==> config.mk <==
export PLATFORM = sky130hd
export DESIGN_NAME = substring_search_case_fold_top_flat
export DESIGN_NICKNAME = d
export VERILOG_FILES = /design/src/rtl/ssc_pkg.sv /design/src/rtl/ssc_req_if.sv /design/src/rtl/ssc_rsp_if.sv /design/src/rtl/substring_search_case_fold_top.sv /design/src/rtl/ssc_ctrl.sv /design/src/rtl/ssc_dpath.sv /design/src/flat_wrapper.sv
export SDC_FILE = /design/constraint.sdc
export NUM_CORES = 1
export LEC_CHECK = 0
export BUFFER_PORTS_ARGS = -buffer_cell sky130_fd_sc_hd__buf_2
export CORE_MARGIN = 10
export CORE_UTILIZATION = 60
export DETAILED_ROUTE_END_ITERATION = 8
export PLACE_DENSITY_LB_ADDON = 0.05
export SLEW_MARGIN = 20
export SYNTH_ARGS = -nofsm -noshare
export SYNTH_HDL_FRONTEND = slang
export SYNTH_HIERARCHICAL = 1
export SYNTH_SLANG_ARGS = --single-unit
==> constraint.sdc <==
create_clock -name clock -period 37.2 [get_ports clock]
set_input_delay 0 -clock clock [delete_from_list [all_inputs] [get_ports clock]]
set_output_delay 0 -clock clock [all_outputs]
set_load 0.1 [all_outputs]
==> src/rtl/ssc_pkg.sv <==
// Shared types, constants and helpers for the substring search block.
// No dependencies; compiled first.
`timescale 1ns / 1ps
`default_nettype none

package ssc_pkg;

   localparam int PATTERN_MAX_DEF = 32;
   localparam int TEXT_MAX_DEF    = 65536;
   localparam int POS_W           = 16;

   localparam logic [7:0] CHAR_UPPER_A = 8'h41;
   localparam logic [7:0] CHAR_UPPER_Z = 8'h5A;
   localparam logic [7:0] FOLD_DELTA   = 8'h20;

   localparam logic KIND_PATTERN = 1'b0;
   localparam logic KIND_TEXT    = 1'b1;

   typedef enum logic [0:0] {
      ST_SCAN = 1'b0,
      ST_LOAD = 1'b1
   } ssc_state_type;

   typedef struct packed {
      logic pat_start;
      logic pat_write;
      logic pat_over;
      logic scan_clear;
      logic text_step;
      logic text_last;
   } ssc_cmd_type;

   typedef struct packed {
      logic pat_full;
   } ssc_stat_type;

   function automatic logic [7:0] fold_byte(input logic [7:0] c, input logic case_sens);
      logic [7:0] r;
      r = c;
      if (!case_sens && c >= CHAR_UPPER_A && c <= CHAR_UPPER_Z) begin
         r = c + FOLD_DELTA;
      end
      return r;
   endfunction

endpackage

`default_nettype wire

==> src/rtl/ssc_req_if.sv <==
// Request channel interface: valid/ready plus one input item.
// Standalone; no package needed.
`timescale 1ns / 1ps
`default_nettype none

interface ssc_req_if;
   logic       valid;
   logic       ready;
   logic       kind;
   logic [7:0] data_byte;
   logic       last;

   modport source (output valid, output kind, output data_byte, output last, input ready);
   modport sink   (input valid, input kind, input data_byte, input last, output ready);
endinterface

`default_nettype wire

==> src/rtl/ssc_rsp_if.sv <==
// Response channel interface: valid/ready plus one result item.
// Standalone; no package needed.
`timescale 1ns / 1ps
`default_nettype none

interface ssc_rsp_if;
   logic        valid;
   logic        ready;
   logic        found;
   logic [15:0] position;
   logic        pattern_overflow;

   modport source (output valid, output found, output position, output pattern_overflow,
                   input ready);
   modport sink   (input valid, input found, input position, input pattern_overflow,
                   output ready);
endinterface

`default_nettype wire

==> src/rtl/substring_search_case_fold_top.sv <==
// A result is valid in the cycle after the transfer of the last text byte.
// Throughput: one pattern or text byte per cycle; every lane of the window is
// compared against the stored pattern in the same cycle the byte is taken.
// Input is held off only while a finished result waits and rsp is not ready.
// Reset (synchronous, active high): empty complete pattern, scan cleared,
// exact byte compare selected, no result pending. No clearing pass is needed.
`timescale 1ns / 1ps
`default_nettype none

module substring_search_case_fold_top #(
   parameter int PATTERN_MAX = ssc_pkg::PATTERN_MAX_DEF,
   parameter int TEXT_MAX    = ssc_pkg::TEXT_MAX_DEF
) (
   input  wire        clock,
   input  wire        reset,
   input  wire        csr_write_enable,
   input  wire        csr_write_data,
   ssc_req_if.sink    req_if,
   ssc_rsp_if.source  rsp_if
);
   import ssc_pkg::*;

   // command/status bundle between the controller and the datapath
   ssc_cmd_type  cmd;
   ssc_stat_type stat;

   // Controller: tracks whether a pattern load is open, decides per transfer
   // whether a pattern byte is stored or dropped as overflow, and owns the
   // response valid flop that parts the two channels.
   ssc_ctrl u_ctrl (
      .clock     (clock),
      .reset     (reset),
      .req_valid (req_if.valid),
      .req_kind  (req_if.kind),
      .req_last  (req_if.last),
      .req_ready (req_if.ready),
      .rsp_ready (rsp_if.ready),
      .rsp_valid (rsp_if.valid),
      .stat      (stat),
      .cmd       (cmd)
   );

   // Datapath: pattern shift line (newest pattern byte at lane 0), text window
   // shift line, one compare per lane, saturating text count and the
   // first-match offset. Result fields are registered on the last text byte.
   ssc_dpath #(
      .PATTERN_MAX (PATTERN_MAX),
      .TEXT_MAX    (TEXT_MAX)
   ) u_dpath (
      .clock                (clock),
      .reset                (reset),
      .csr_write_enable     (csr_write_enable),
      .csr_write_data       (csr_write_data),
      .req_data_byte        (req_if.data_byte),
      .cmd                  (cmd),
      .stat                 (stat),
      .rsp_found            (rsp_if.found),
      .rsp_position         (rsp_if.position),
      .rsp_pattern_overflow (rsp_if.pattern_overflow)
   );

endmodule

`default_nettype wire

==> src/rtl/ssc_ctrl.sv <==
// Controller: pattern-load state machine, handshake and response valid.
// Depends on ssc_pkg.
`timescale 1ns / 1ps
`default_nettype none

module ssc_ctrl (
   input  wire                  clock,
   input  wire                  reset,
   input  wire                  req_valid,
   input  wire                  req_kind,
   input  wire                  req_last,
   output logic                 req_ready,
   input  wire                  rsp_ready,
   output logic                 rsp_valid,
   input  ssc_pkg::ssc_stat_type stat,
   output ssc_pkg::ssc_cmd_type  cmd
);
   import ssc_pkg::*;

   ssc_state_type state_ff, state_in;
   logic          rsp_valid_ff, rsp_valid_in;
   logic          accept;

   assign req_ready = !rsp_valid_ff || rsp_ready;
   assign accept    = req_valid && req_ready;
   assign rsp_valid = rsp_valid_ff;

   always_ff @(posedge clock) begin
      if (reset) begin
         state_ff     <= ST_SCAN;
         rsp_valid_ff <= 1'b0;
      end else begin
         state_ff     <= state_in;
         rsp_valid_ff <= rsp_valid_in;
      end
   end

   always_comb begin
      state_in     = state_ff;
      cmd          = '0;
      rsp_valid_in = rsp_valid_ff && !rsp_ready;
      if (accept) begin
         unique case (req_kind)
            KIND_PATTERN: begin
               // first byte after a complete pattern starts a new one
               cmd.pat_start  = (state_ff == ST_SCAN);
               cmd.pat_write  = cmd.pat_start || !stat.pat_full;
               cmd.pat_over   = !cmd.pat_write;
               cmd.scan_clear = 1'b1;
               state_in       = req_last ? ST_SCAN : ST_LOAD;
            end
            KIND_TEXT: begin
               cmd.text_step = 1'b1;
               cmd.text_last = req_last;
               state_in      = ST_SCAN;
               if (req_last) begin
                  rsp_valid_in = 1'b1;
               end
            end
            default: begin
               state_in = state_ff;
            end
         endcase
      end
   end

endmodule

`default_nettype wire

==> src/rtl/ssc_dpath.sv <==
// Datapath: pattern and text shift lines, per-lane compare, scan state, result regs.
// Depends on ssc_pkg.
`timescale 1ns / 1ps
`default_nettype none

module ssc_dpath #(
   parameter int PATTERN_MAX = ssc_pkg::PATTERN_MAX_DEF,
   parameter int TEXT_MAX    = ssc_pkg::TEXT_MAX_DEF
) (
   input  wire                        clock,
   input  wire                        reset,
   input  wire                        csr_write_enable,
   input  wire                        csr_write_data,
   input  wire  [7:0]                 req_data_byte,
   input  ssc_pkg::ssc_cmd_type       cmd,
   output ssc_pkg::ssc_stat_type      stat,
   output logic                       rsp_found,
   output logic [ssc_pkg::POS_W-1:0]  rsp_position,
   output logic                       rsp_pattern_overflow
);
   import ssc_pkg::*;

   localparam int LEN_W = $clog2(PATTERN_MAX + 1);
   localparam int CNT_W = $clog2(TEXT_MAX + 2);
   localparam logic [LEN_W-1:0] LEN_FULL = LEN_W'(PATTERN_MAX);
   localparam logic [CNT_W-1:0] CNT_LIMIT = CNT_W'(TEXT_MAX);

   // pat_ff[0] holds the last pattern byte, pat_ff[i] the byte i places earlier
   logic [7:0]       pat_ff [PATTERN_MAX];
   logic [7:0]       win_ff [PATTERN_MAX];
   logic [7:0]       win_next [PATTERN_MAX];
   logic [LEN_W-1:0] len_ff;
   logic             ovf_ff;
   logic             cs_ff;
   logic [CNT_W-1:0] cnt_ff, cnt_in;
   logic             seen_ff, seen_in;
   logic [POS_W-1:0] off_ff, off_in;
   logic [CNT_W-1:0] off_wide;
   logic [PATTERN_MAX-1:0] lane_ok;
   logic             window_hit;
   logic             result_found;

   assign stat.pat_full = (len_ff == LEN_FULL);

   // newest text byte enters lane 0
   always_comb begin
      win_next[0] = req_data_byte;
      for (int i = 1; i < PATTERN_MAX; i++) begin
         win_next[i] = win_ff[i-1];
      end
   end

   // lanes past the pattern length always pass
   always_comb begin
      for (int i = 0; i < PATTERN_MAX; i++) begin
         lane_ok[i] = (LEN_W'(i) >= len_ff) ||
                      (fold_byte(pat_ff[i], cs_ff) == fold_byte(win_next[i], cs_ff));
      end
   end
   assign window_hit = &lane_ok;

   always_comb begin
      cnt_in   = (cnt_ff <= CNT_LIMIT) ? cnt_ff + CNT_W'(1) : cnt_ff;
      seen_in  = seen_ff;
      off_in   = off_ff;
      off_wide = cnt_in - CNT_W'(len_ff);
      if (!seen_ff && cnt_in <= CNT_LIMIT) begin
         priority if (len_ff == '0) begin
            seen_in = 1'b1;
            off_in  = '0;
         end else if (cnt_in >= CNT_W'(len_ff) && window_hit &&
                      (off_wide >> POS_W) == '0) begin
            seen_in = 1'b1;
            off_in  = POS_W'(off_wide);
         end else begin
            seen_in = seen_ff;
         end
      end
      result_found = seen_in && (cnt_in <= CNT_LIMIT);
   end

   always_ff @(posedge clock) begin
      if (reset) begin
         cs_ff   <= 1'b1;
         len_ff  <= '0;
         ovf_ff  <= 1'b0;
         cnt_ff  <= '0;
         seen_ff <= 1'b0;
         off_ff  <= '0;
      end else begin
         if (csr_write_enable) begin
            cs_ff <= csr_write_data;
         end
         if (cmd.pat_write) begin
            len_ff <= cmd.pat_start ? LEN_W'(1) : len_ff + LEN_W'(1);
         end
         if (cmd.pat_start) begin
            ovf_ff <= 1'b0;
         end else if (cmd.pat_over) begin
            ovf_ff <= 1'b1;
         end
         if (cmd.scan_clear || (cmd.text_step && cmd.text_last)) begin
            cnt_ff  <= '0;
            seen_ff <= 1'b0;
            off_ff  <= '0;
         end else if (cmd.text_step) begin
            cnt_ff  <= cnt_in;
            seen_ff <= seen_in;
            off_ff  <= off_in;
         end
      end
   end

   // shift lines and result payload carry no reset
   always_ff @(posedge clock) begin
      if (cmd.pat_write) begin
         pat_ff[0] <= req_data_byte;
         for (int i = 1; i < PATTERN_MAX; i++) begin
            pat_ff[i] <= pat_ff[i-1];
         end
      end
      if (cmd.text_step) begin
         for (int i = 0; i < PATTERN_MAX; i++) begin
            win_ff[i] <= win_next[i];
         end
      end
      if (cmd.text_step && cmd.text_last) begin
         rsp_found            <= result_found;
         rsp_position         <= result_found ? off_in : '0;
         rsp_pattern_overflow <= ovf_ff;
      end
   end

endmodule

`default_nettype wire

==> src/flat_wrapper.sv <==
// flat-port wrapper written by rule: the top's interface ports become plain ports
module substring_search_case_fold_top_flat import ssc_pkg::*;
#(
   parameter int PATTERN_MAX = ssc_pkg::PATTERN_MAX_DEF,
   parameter int TEXT_MAX    = ssc_pkg::TEXT_MAX_DEF
)
  (clock, reset, csr_write_enable, csr_write_data, req_if_valid, req_if_kind, req_if_data_byte, req_if_last, req_if_ready, rsp_if_valid, rsp_if_found, rsp_if_position, rsp_if_pattern_overflow, rsp_if_ready);
  ssc_req_if req_if_i ();
  ssc_rsp_if rsp_if_i ();
  input  wire clock;
  input  wire reset;
  input  wire csr_write_enable;
  input  wire csr_write_data;
  input wire logic [$bits(req_if_i.valid)-1:0] req_if_valid;
  input wire logic [$bits(req_if_i.kind)-1:0] req_if_kind;
  input wire logic [$bits(req_if_i.data_byte)-1:0] req_if_data_byte;
  input wire logic [$bits(req_if_i.last)-1:0] req_if_last;
  output wire logic [$bits(req_if_i.ready)-1:0] req_if_ready;
  output wire logic [$bits(rsp_if_i.valid)-1:0] rsp_if_valid;
  output wire logic [$bits(rsp_if_i.found)-1:0] rsp_if_found;
  output wire logic [$bits(rsp_if_i.position)-1:0] rsp_if_position;
  output wire logic [$bits(rsp_if_i.pattern_overflow)-1:0] rsp_if_pattern_overflow;
  input wire logic [$bits(rsp_if_i.ready)-1:0] rsp_if_ready;
  assign req_if_i.valid = req_if_valid;
  assign req_if_i.kind = req_if_kind;
  assign req_if_i.data_byte = req_if_data_byte;
  assign req_if_i.last = req_if_last;
  assign req_if_ready = req_if_i.ready;
  assign rsp_if_valid = rsp_if_i.valid;
  assign rsp_if_found = rsp_if_i.found;
  assign rsp_if_position = rsp_if_i.position;
  assign rsp_if_pattern_overflow = rsp_if_i.pattern_overflow;
  assign rsp_if_i.ready = rsp_if_ready;
  substring_search_case_fold_top #(.PATTERN_MAX(PATTERN_MAX), .TEXT_MAX(TEXT_MAX)) u_core (.clock(clock), .reset(reset), .csr_write_enable(csr_write_enable), .csr_write_data(csr_write_data), .req_if(req_if_i), .rsp_if(rsp_if_i));
endmodule
==> results of run 1 <==
## worst reg2reg max path, cell delays in order, from the launching register on
cell and delay, ns:
dfxtp_1 0.42, inv_1 0.11, ha_1 0.21, nor4b_2 0.15, nand4_1 0.25, nand2_1 0.22
xnor2_1 0.30, ha_1 0.19, inv_1 0.06, fa_1 0.39, a21o_1 0.19, a21oi_1 0.23
o21bai_1 0.12, a21oi_1 0.40, o21ai_0 0.15, a2111o_1 0.35, nor4_2 0.31, nand4_2 0.25
and4b_1 0.74, a22o_1 0.24
## layer usage
layer  vias to the layer above  wire, µm  global-route usage [%]
met1                      9292     27210                   28.84
met3                       110      3252                   3.394
met2                       496     30140                   35.93
li1                       8876         -                       -
met5                         -         0                       0
met4                         0      1492                   6.702
## through the flow
stage	hold WS [ns]	instances	cell area, µm²	power (mW)	utilization [%]
after floorplan	0.06907	2264	28010	0.8313	-
after global placement	0.2175	2875	28800	0.8498	62.13
after detailed placement	0.2326	2875	28800	0.8544	62.13
after CTS	0.06529	3000	30830	1.423	66.51
after global routing	0.1401	3001	30870	1.464	66.58
final	0.09898	3001	30870	1.414	66.58
## report_power, final
part	switching [mW]	internal (mW)
Clock	0.239	0.331
Combinational	0.0567	0.0372
Sequential	0.0286	0.722
Total	0.324	1.09
## flip-flops by register name (all words and copies together), names as in the netlist
name                                 cells
u_core/u_ctrl/state_ff                   1
u_core/u_dpath/seen_ff                   1
u_core/u_dpath/ovf_ff                    1
u_core/u_dpath/rsp_position             16
u_core/u_dpath/len_ff                    6
u_core/u_dpath/cnt_ff                   17
u_core/u_ctrl/rsp_valid                  1
u_core/u_dpath/rsp_found                 1
u_core/u_dpath/win_ff                  248
u_core/u_dpath/rsp_pattern_overflow      1
u_core/u_dpath/cs_ff                     1
u_core/u_dpath/pat_ff                  256
u_core/u_dpath/off_ff                   16
## cells by family (layout without fill, tap and decap cells)
logic type / count (synthesis) / count (layout) / share of synthesized area, %
and+or+nand+nor: 733 / 733 / 13.67
DFF: 566 / 566 / 59.10
buffers and inverters: 102 / 232 / 1.653
AOI/OAI and AO/OA: 447 / 447 / 11.32
xor gates and xnor gates: 320 / 320 / 10.10
muxes: 20 / 20 / 0.7414
adders and majority gates: 76 / 76 / 3.421
## final timing paths
kind	start	slack (ns)	to	cells after the start
setup / recovery	u_core/u_dpath/cnt_ff[0]$_SDFFE_PP0P_	31.78	u_core/u_dpath/rsp_position[3]$_SDFFCE_PN0P_	19
hold / removal	rsp_if_ready	0.1	u_core/u_dpath/ovf_ff$_SDFFE_PP0P_	6
setup reg to reg	u_core/u_dpath/cnt_ff[0]$_SDFFE_PP0P_	31.78	u_core/u_dpath/rsp_position[3]$_SDFFCE_PN0P_	19
hold reg to reg	u_core/u_dpath/pat_ff[0][23]$_DFFE_PP_	0.47	u_core/u_dpath/pat_ff[0][31]$_DFFE_PP_	0
## synthesized netlist by cell type, types with 8 or more instances
library cell | n | area [µm²]
a21o_1 | 19 | 142.6
a21oi_1 | 104 | 520.5
a22o_1 | 33 | 289.0
a31o_2 | 8 | 70.07
a31oi_1 | 34 | 212.7
and3_1 | 10 | 62.56
buf_2 | 13 | 65.06
buf_6 | 8 | 90.09
clkbuf_1 | 15 | 56.30
dfxtp_1 | 44 | 880.8
edfxtp_1 | 522 | 15680
ha_1 | 75 | 938.4
inv_1 | 61 | 229.0
mux2i_1 | 14 | 140.1
nand2_1 | 155 | 581.8
nand2b_1 | 13 | 81.33
nand3_1 | 65 | 325.3
nand3b_1 | 10 | 75.07
nand4_1 | 19 | 118.9
nor2_1 | 153 | 574.3
nor2b_1 | 12 | 75.07
nor3_1 | 110 | 550.5
nor3b_1 | 11 | 82.58
nor4_1 | 43 | 269.0
nor4b_1 | 10 | 87.58
o211ai_1 | 9 | 67.56
o21ai_0 | 51 | 255.2
o21bai_1 | 11 | 82.58
o22ai_1 | 8 | 50.05
o2bb2ai_1 | 21 | 183.9
o31ai_1 | 20 | 150.1
o41ai_1 | 17 | 148.9
or3_1 | 44 | 275.3
or4_1 | 31 | 232.7
xnor2_1 | 165 | 1445
xor2_1 | 153 | 1340
## cell type report
cell class	instances	area [µm²]
clock buffer	84	1673
fill	3367	15490
inverter	62	232.7
clock inverter	24	187.7
timing repair buffer	62	444.2
multi-input combinational	1596	11010
tap	607	759.5
sequential	566	16560
## timing repair
item / CTS / global route
hold buffers: 17 / 0
hold endpoints to repair: 26 / 0
endpoints found under the setup margin: 0 / 0
==> results by group, run 1 <==
Setup path
  – Critical path cell sequence: inv_1 -> ha_1 -> nor4b_2 -> nand4_1 -> nand2_1 -> xnor2_1 -> ha_1 -> inv_1 -> fa_1 -> a21o_1 -> a21oi_1 -> o21bai_1 -> a21oi_1 -> o21ai_0 -> a2111o_1 -> nor4_2 -> nand4_2 -> and4b_1 -> a22o_1
  – WP data arrival: 5.90 ns
  – Delay-heaviest family, CP: simple AND/OR/NAND/NOR gates
  – Setup crit end kind: register
  – CP Buf/Inv Count: 2
  – Critical path class: reg -> reg
  – Worst Path Required: 37.68 ns
  – Crit-path max cell delay: 0.74 ns
  – Critical path's slowest cell: and4b_1
  – CP Launch Type: register
  – Crit Path Max Fanout: 16

Power and ir drop
  – LEAKAGE: 10.50 nW
  – Peak supply drop: about 0.000040 V
  – Power per standard cell area: roughly 46 nW/µm²

Clock tree
  – Clk slew on worst S/H paths: 0.06 ns
  – Setup Buffers After CTS: 0
  – Clk_lat worst skew: 0.62 ns
  – Root Buffer: clkbuf_16
  – CTS max path bufs: 3
  – Sink Count: 566
  – Total CTS buffers: just under 60
  – Resize count post-CTS: 0
  – CTS tree: yes
  – Htree depth: 2

Timing
  – Final setup fails: 0
  – Final Max Slew Viols: 0
  – Setup TNS: 0 ns
  – Min Tclk post-route: about 5.4 ns
  – Setup ws final: 31.78 ns
  – Clk_skew: 0.02213 ns
  – Final Hold Vio Count: 0
  – Slew headroom: 33.49%
  – Final period util: 14.56%
  – Max Freq: 184.6 MHz
  – Least-Margin Pin Slew: 0.9977 ns
  – RSZ-0062 raised after global routing: no

Hold path
  – Hold Path Class: in -> reg

Route
  – WL final: 62.09 mm
  – Drt pass-1 iters: 6
  – Post-DRT Antenna Nets: 0
  – Vias per cell: approximately 6.3
  – Number of remaining DRC errors: 0
  – Wire per inst: ~21 µm
  – Via count: 18770
  – 1st-iter DRT viols: between 1500 and 2000

Global routing
  – Vias in the first global route: 18070
  – Initial antenna violation count: 0
  – Maximum number of pins on one net before global-route repair: just under 90
  – Total grt overflow: 0
  – GRT Overall Usage: 21.67%
  – First-pass GRT wire length: 98.68 mm

Die
  – Overall die area: 55730 µm²
  – Core box area: 46360 µm²
  – Ports: 36
  – Die height: between 200 and 250 µm
  – Starting Density: ~60%
  – Std-Cell Rows: 79
  – Chip Width: 236.1 µm

Place
  – Detail Placement HPWL: 43.31 mm
  – IO buf count: 35
  – DP Worst Slack: 31.96 ns
  – Gpl congestion: 0.8971

Synth
  – Syn Std Cell Area: 28010 µm²
  – Synth Warn #: 6
  – Post-synthesis sequential area ratio: approximately three fifths
  – Post-synth cell types: 95
  – Number of synthesized flops with an enable pin: 522
  – Mean Syn Cell Area: about 12 µm²
  – Syn Nets: ~2400
  – Fraction of registers with async set/reset: 0%
  – Ys flop type: edfxtp_1
  – Post-synthesis cell count: 2264
  – Seq cells post-synth: between 500 and 600

Finish
  – Commonest non-fill, non-tap cell in the layout: edfxtp_1
  – Most frequent cells in the layout: 522 x edfxtp_1, 165 x xnor2_1, 155 x nand2_1
  – Area Overhead vs Synth: 10.18%
  – NumNets Final: between 2000 and 2500
  – Antenna cells: 0
  – Layout cells sized above 1: 7.185%

Job
  – Max-cap violations: 0

Outcome
  – Status: finished clean
(Power assumes the default switching activity.)
==> inputs of run 2 (changes only) <==
Clock period 37.2 ns to 5.6 ns, I/O delays scaled along.
==> run 2 against run 1 <==
  * Clock skew down 0.0045 ns
  * First-iteration DRC count down 4.6%
  * Core utilization is 0.48 points higher
  * Hold slack better by 0.0066 ns
  * Final cell count up 0.23%
  * Critical endpoint is now u_core/u_dpath/off_ff[3]$_SDFFE_PP0P_
  * Largest cell class unchanged
==> results by group, run 2 (synthesized netlist as in run 1, its figures left out) <==
Timing
  – Slew headroom: 34.50% (+1.0 points)
  – Final setup fails: 0 (unchanged)
  – Clk_skew: 0.01768 ns (-0.004455 ns)
  – Final Max Slew Viols: 0 (unchanged)
  – RSZ-0062 raised after global routing: no
  – Min Tclk post-route: 5.139 ns (-0.2791 ns)
  – Least-Margin Pin Slew: 0.9825 ns (-0.01521 ns)
  – WHS: 0.1056 ns (+0.006618 ns)
  – Max Freq: 194.6 MHz (+5.4%)
  – Final Hold Vio Count: 0 (unchanged)
  – Final period util: 91.77% (+77 points)

Setup path
  – Critical path class: reg -> reg
  – Setup slack, reg-to-reg: 0.46 ns (-31.32 ns)
  – WP data arrival: 5.69 ns (-0.21 ns)
  – Worst Path Required: 6.15 ns (-31.53 ns)
  – Critical path cell sequence: inv_1 -> ha_1 -> nor4b_2 -> nand4_1 -> nand2_1 -> mux2_2 -> fa_1 -> a21o_1 -> a21oi_1 -> o21bai_1 -> a21oi_1 -> o21ai_0 -> a2111o_1 -> nor4_2 -> nand4_2 -> nor4_4 -> a22o_1
  – CP endpoint: u_core/u_dpath/off_ff[3]$_SDFFE_PP0P_
  – Critical path's slowest cell: nor4_4
  – Delay-heaviest family, CP: simple AND/OR/NAND/NOR gates
  – CP Launch Type: register
  – Crit path from: u_core/u_dpath/cnt_ff[0]$_SDFFE_PP0P_
  – R2R depth: 17 (-2)
  – Setup crit end kind: register
  – Worst reg2reg path startpoint: u_core/u_dpath/cnt_ff[0]$_SDFFE_PP0P_
  – Stages on worst setup path: 17 (-2)
  – Crit path top cell by count: a21oi_1
  – Crit Path Max Fanout: 15 (-1)
  – CP Buf/Inv Count: 1 (-1)
  – Crit-path max cell delay: 0.64 ns (-0.10 ns)
  – Reg2reg end: u_core/u_dpath/off_ff[3]$_SDFFE_PP0P_

Die
  – Overall die area: 55730 µm² (unchanged)
  – Starting Density: 60.43% (unchanged)
  – Ports: 36 (unchanged)
  – Std-Cell Rows: 79 (unchanged)
  – Core box area: 46360 µm² (unchanged)
  – Chip Width: 236.1 µm (unchanged)
  – Die height: 236.1 µm (unchanged)

Global routing
  – Vias in the first global route: 18440 (+2.1%)
  – GRT Overall Usage: 21.58% (-0.090 points)
  – Maximum number of pins on one net before global-route repair: 153 (+76%)
  – Total grt overflow: 0 (unchanged)
  – First-pass GRT wire length: 98.60 mm (about the same)
  – Initial antenna violation count: 0 (unchanged)

Clock tree
  – CTS tree: yes
  – Root Buffer: clkbuf_16
  – Clk slew on worst S/H paths: 0.06 ns (about the same)
  – Sink Count: 566 (unchanged)
  – Total CTS buffers: 59 (+1.7%)
  – Clk_lat worst skew: 0.62 ns (about the same)
  – CTS max path bufs: 3 (unchanged)
  – Htree depth: 2 (unchanged)

Route
  – Number of remaining DRC errors: 0 (unchanged)
  – Wire per inst: 20.49 µm (-0.95%)
  – Via count: 18780 (+0.037%)
  – Drt pass-1 iters: 5 (-1)
  – WL final: 61.64 mm (-0.72%)
  – 1st-iter DRT viols: 1441 (-4.6%)
  – Post-DRT Antenna Nets: 0 (unchanged)
  – Vias per cell: 6.244 (-0.20%)

Power and ir drop
  – Sequential share of power: 51.4% (-1.7 points)
  – LEAKAGE: 10.61 nW (+1.1%)
  – Sw Share: 22.54% (-0.37 points)
  – Switching component of the power: 2.189 mW (+580%)
  – Combinational share of power: 6.4% (-0.2 points)
  – Power per standard cell area: 312.4 nW/µm² (+580%)
  – Clock share of power: 42.2% (+1.9 points)
  – Pwr Total: 9.712 mW (+590%)
  – Pint: 7.523 mW (+590%)
  – Peak supply drop: 0.0002662 V (+560%)

Finish
  – Final core area utilization: 67.06% (+0.48 points)
  – Most frequent cells in the layout: 522 x edfxtp_1, 165 x xnor2_1, 155 x nand2_1
  – Layout cells sized above 1: 7.913% (+0.73 points)
  – Biggest regs: u_core/u_dpath/pat_ff (256), u_core/u_dpath/win_ff (248), u_core/u_dpath/cnt_ff (17)
  – Max reg flops: 256 (unchanged)
  – Register area: 16560 µm² (about the same)
  – Area of the multi-input gates: 11010 µm² (about the same)
  – Commonest non-fill, non-tap cell in the layout: edfxtp_1
  – Largest register by flop count: u_core/u_dpath/pat_ff
  – NumNets Final: 2444 (+0.25%)
  – Final instance area: 31090 µm² (+0.72%)
  – Final Non-Filler Cells: 3008 (+0.23%)
  – Antenna cells: 0 (unchanged)
  – # fillers: 3320 (-1.4%)
  – Area Overhead vs Synth: 10.98%

Job
  – Max-cap violations: 0 (unchanged)

Place
  – Gpl congestion: 0.8718 (-2.8%)
  – Detail Placement HPWL: 43.13 mm (-0.42%)
  – IO buf count: 35 (unchanged)
  – Placed Instances: 2880 (+0.17%)
  – Placed inst area: 28860 µm² (+0.19%)

Hold path
  – Hold Path Class: in -> reg

Outcome
  – Status: finished clean
run 2: cell type report:
type / count / area share [%]
clock buffers: 79 / 5.184
clock inverters: 31 / 1.352
inverters: 62 / 0.7486
multi-input cells: 1596 / 35.42
flip-flops and latches: 566 / 53.28
well taps: 607 / 2.443
repair buffers: 67 / 1.578
run 2: routing by layer:
layer	share of wire, %	track usage (%)	wire length [µm]	vias up
met1	42	27.41	25920	9267
met4	2.3	6.818	1426	0
met5	0	0	0	-
li1	-	-	-	8889
met3	5.4	3.417	3345	97
met2	50	37.19	30950	528
run 2: worst min path at each step:
stage | startpoint | slack, ns | cells past startpoint | endpoint
after global placement | req_if_last | 0.23 | 2 | u_core/u_ctrl/state_ff$_SDFFE_PP0P_
final | rsp_if_ready | 0.11 | 6 | u_core/u_dpath/ovf_ff$_SDFFE_PP0P_
after floorplan | reset | 0.06 | 1 | u_core/u_ctrl/rsp_valid$_SDFF_PP0_
after CTS | rsp_if_ready | 0.07 | 6 | u_core/u_dpath/ovf_ff$_SDFFE_PP0P_
after global routing | rsp_if_ready | 0.15 | 6 | u_core/u_dpath/ovf_ff$_SDFFE_PP0P_
after detailed placement | req_if_last | 0.24 | 2 | u_core/u_ctrl/state_ff$_SDFFE_PP0P_
run 2: worst reg2reg max path, cell delays in order, from the launching register on:
cell      delay, ns
dfxtp_1        0.36
inv_1          0.11
ha_1           0.16
nor4b_2        0.20
nand4_1        0.30
nand2_1        0.31
mux2_2         0.41
fa_1           0.43
a21o_1         0.20
a21oi_1        0.22
o21bai_1       0.11
a21oi_1        0.37
o21ai_0        0.13
a2111o_1       0.34
nor4_2         0.30
nand4_2        0.23
nor4_4         0.64
a22o_1         0.24
run 2: timing repair:
item | CTS | global route
hold endpoints to repair | 26 | 0
buffers inserted | 0 | 0
setup endpoints to repair | 0 | 31
hold buffers | 17 | 0
resized for setup | 0 | 1
run 2: power by group through the flow:
stage          registers (mW)  clock network [mW]  logic [mW]
2_1_floorplan            5.03                   0       0.463
3_3_place_gp             5.07                   0       0.582
3_5_place_dp             5.07                   0       0.608
4_1_cts                  4.99                4.18       0.622
5_1_grt                  5.01                4.34       0.690
6_report                 4.99                4.10       0.624
run 2: per-stage QoR:
step | setup slack [ns] | TNS, ns
finish | 0.4611 | 0
global route | 0.06238 | 0
CTS | 0.3621 | 0
detailed placement | 0.3973 | 0
global placement | 0.5857 | 0
floorplan | -0.3747 | -19.71
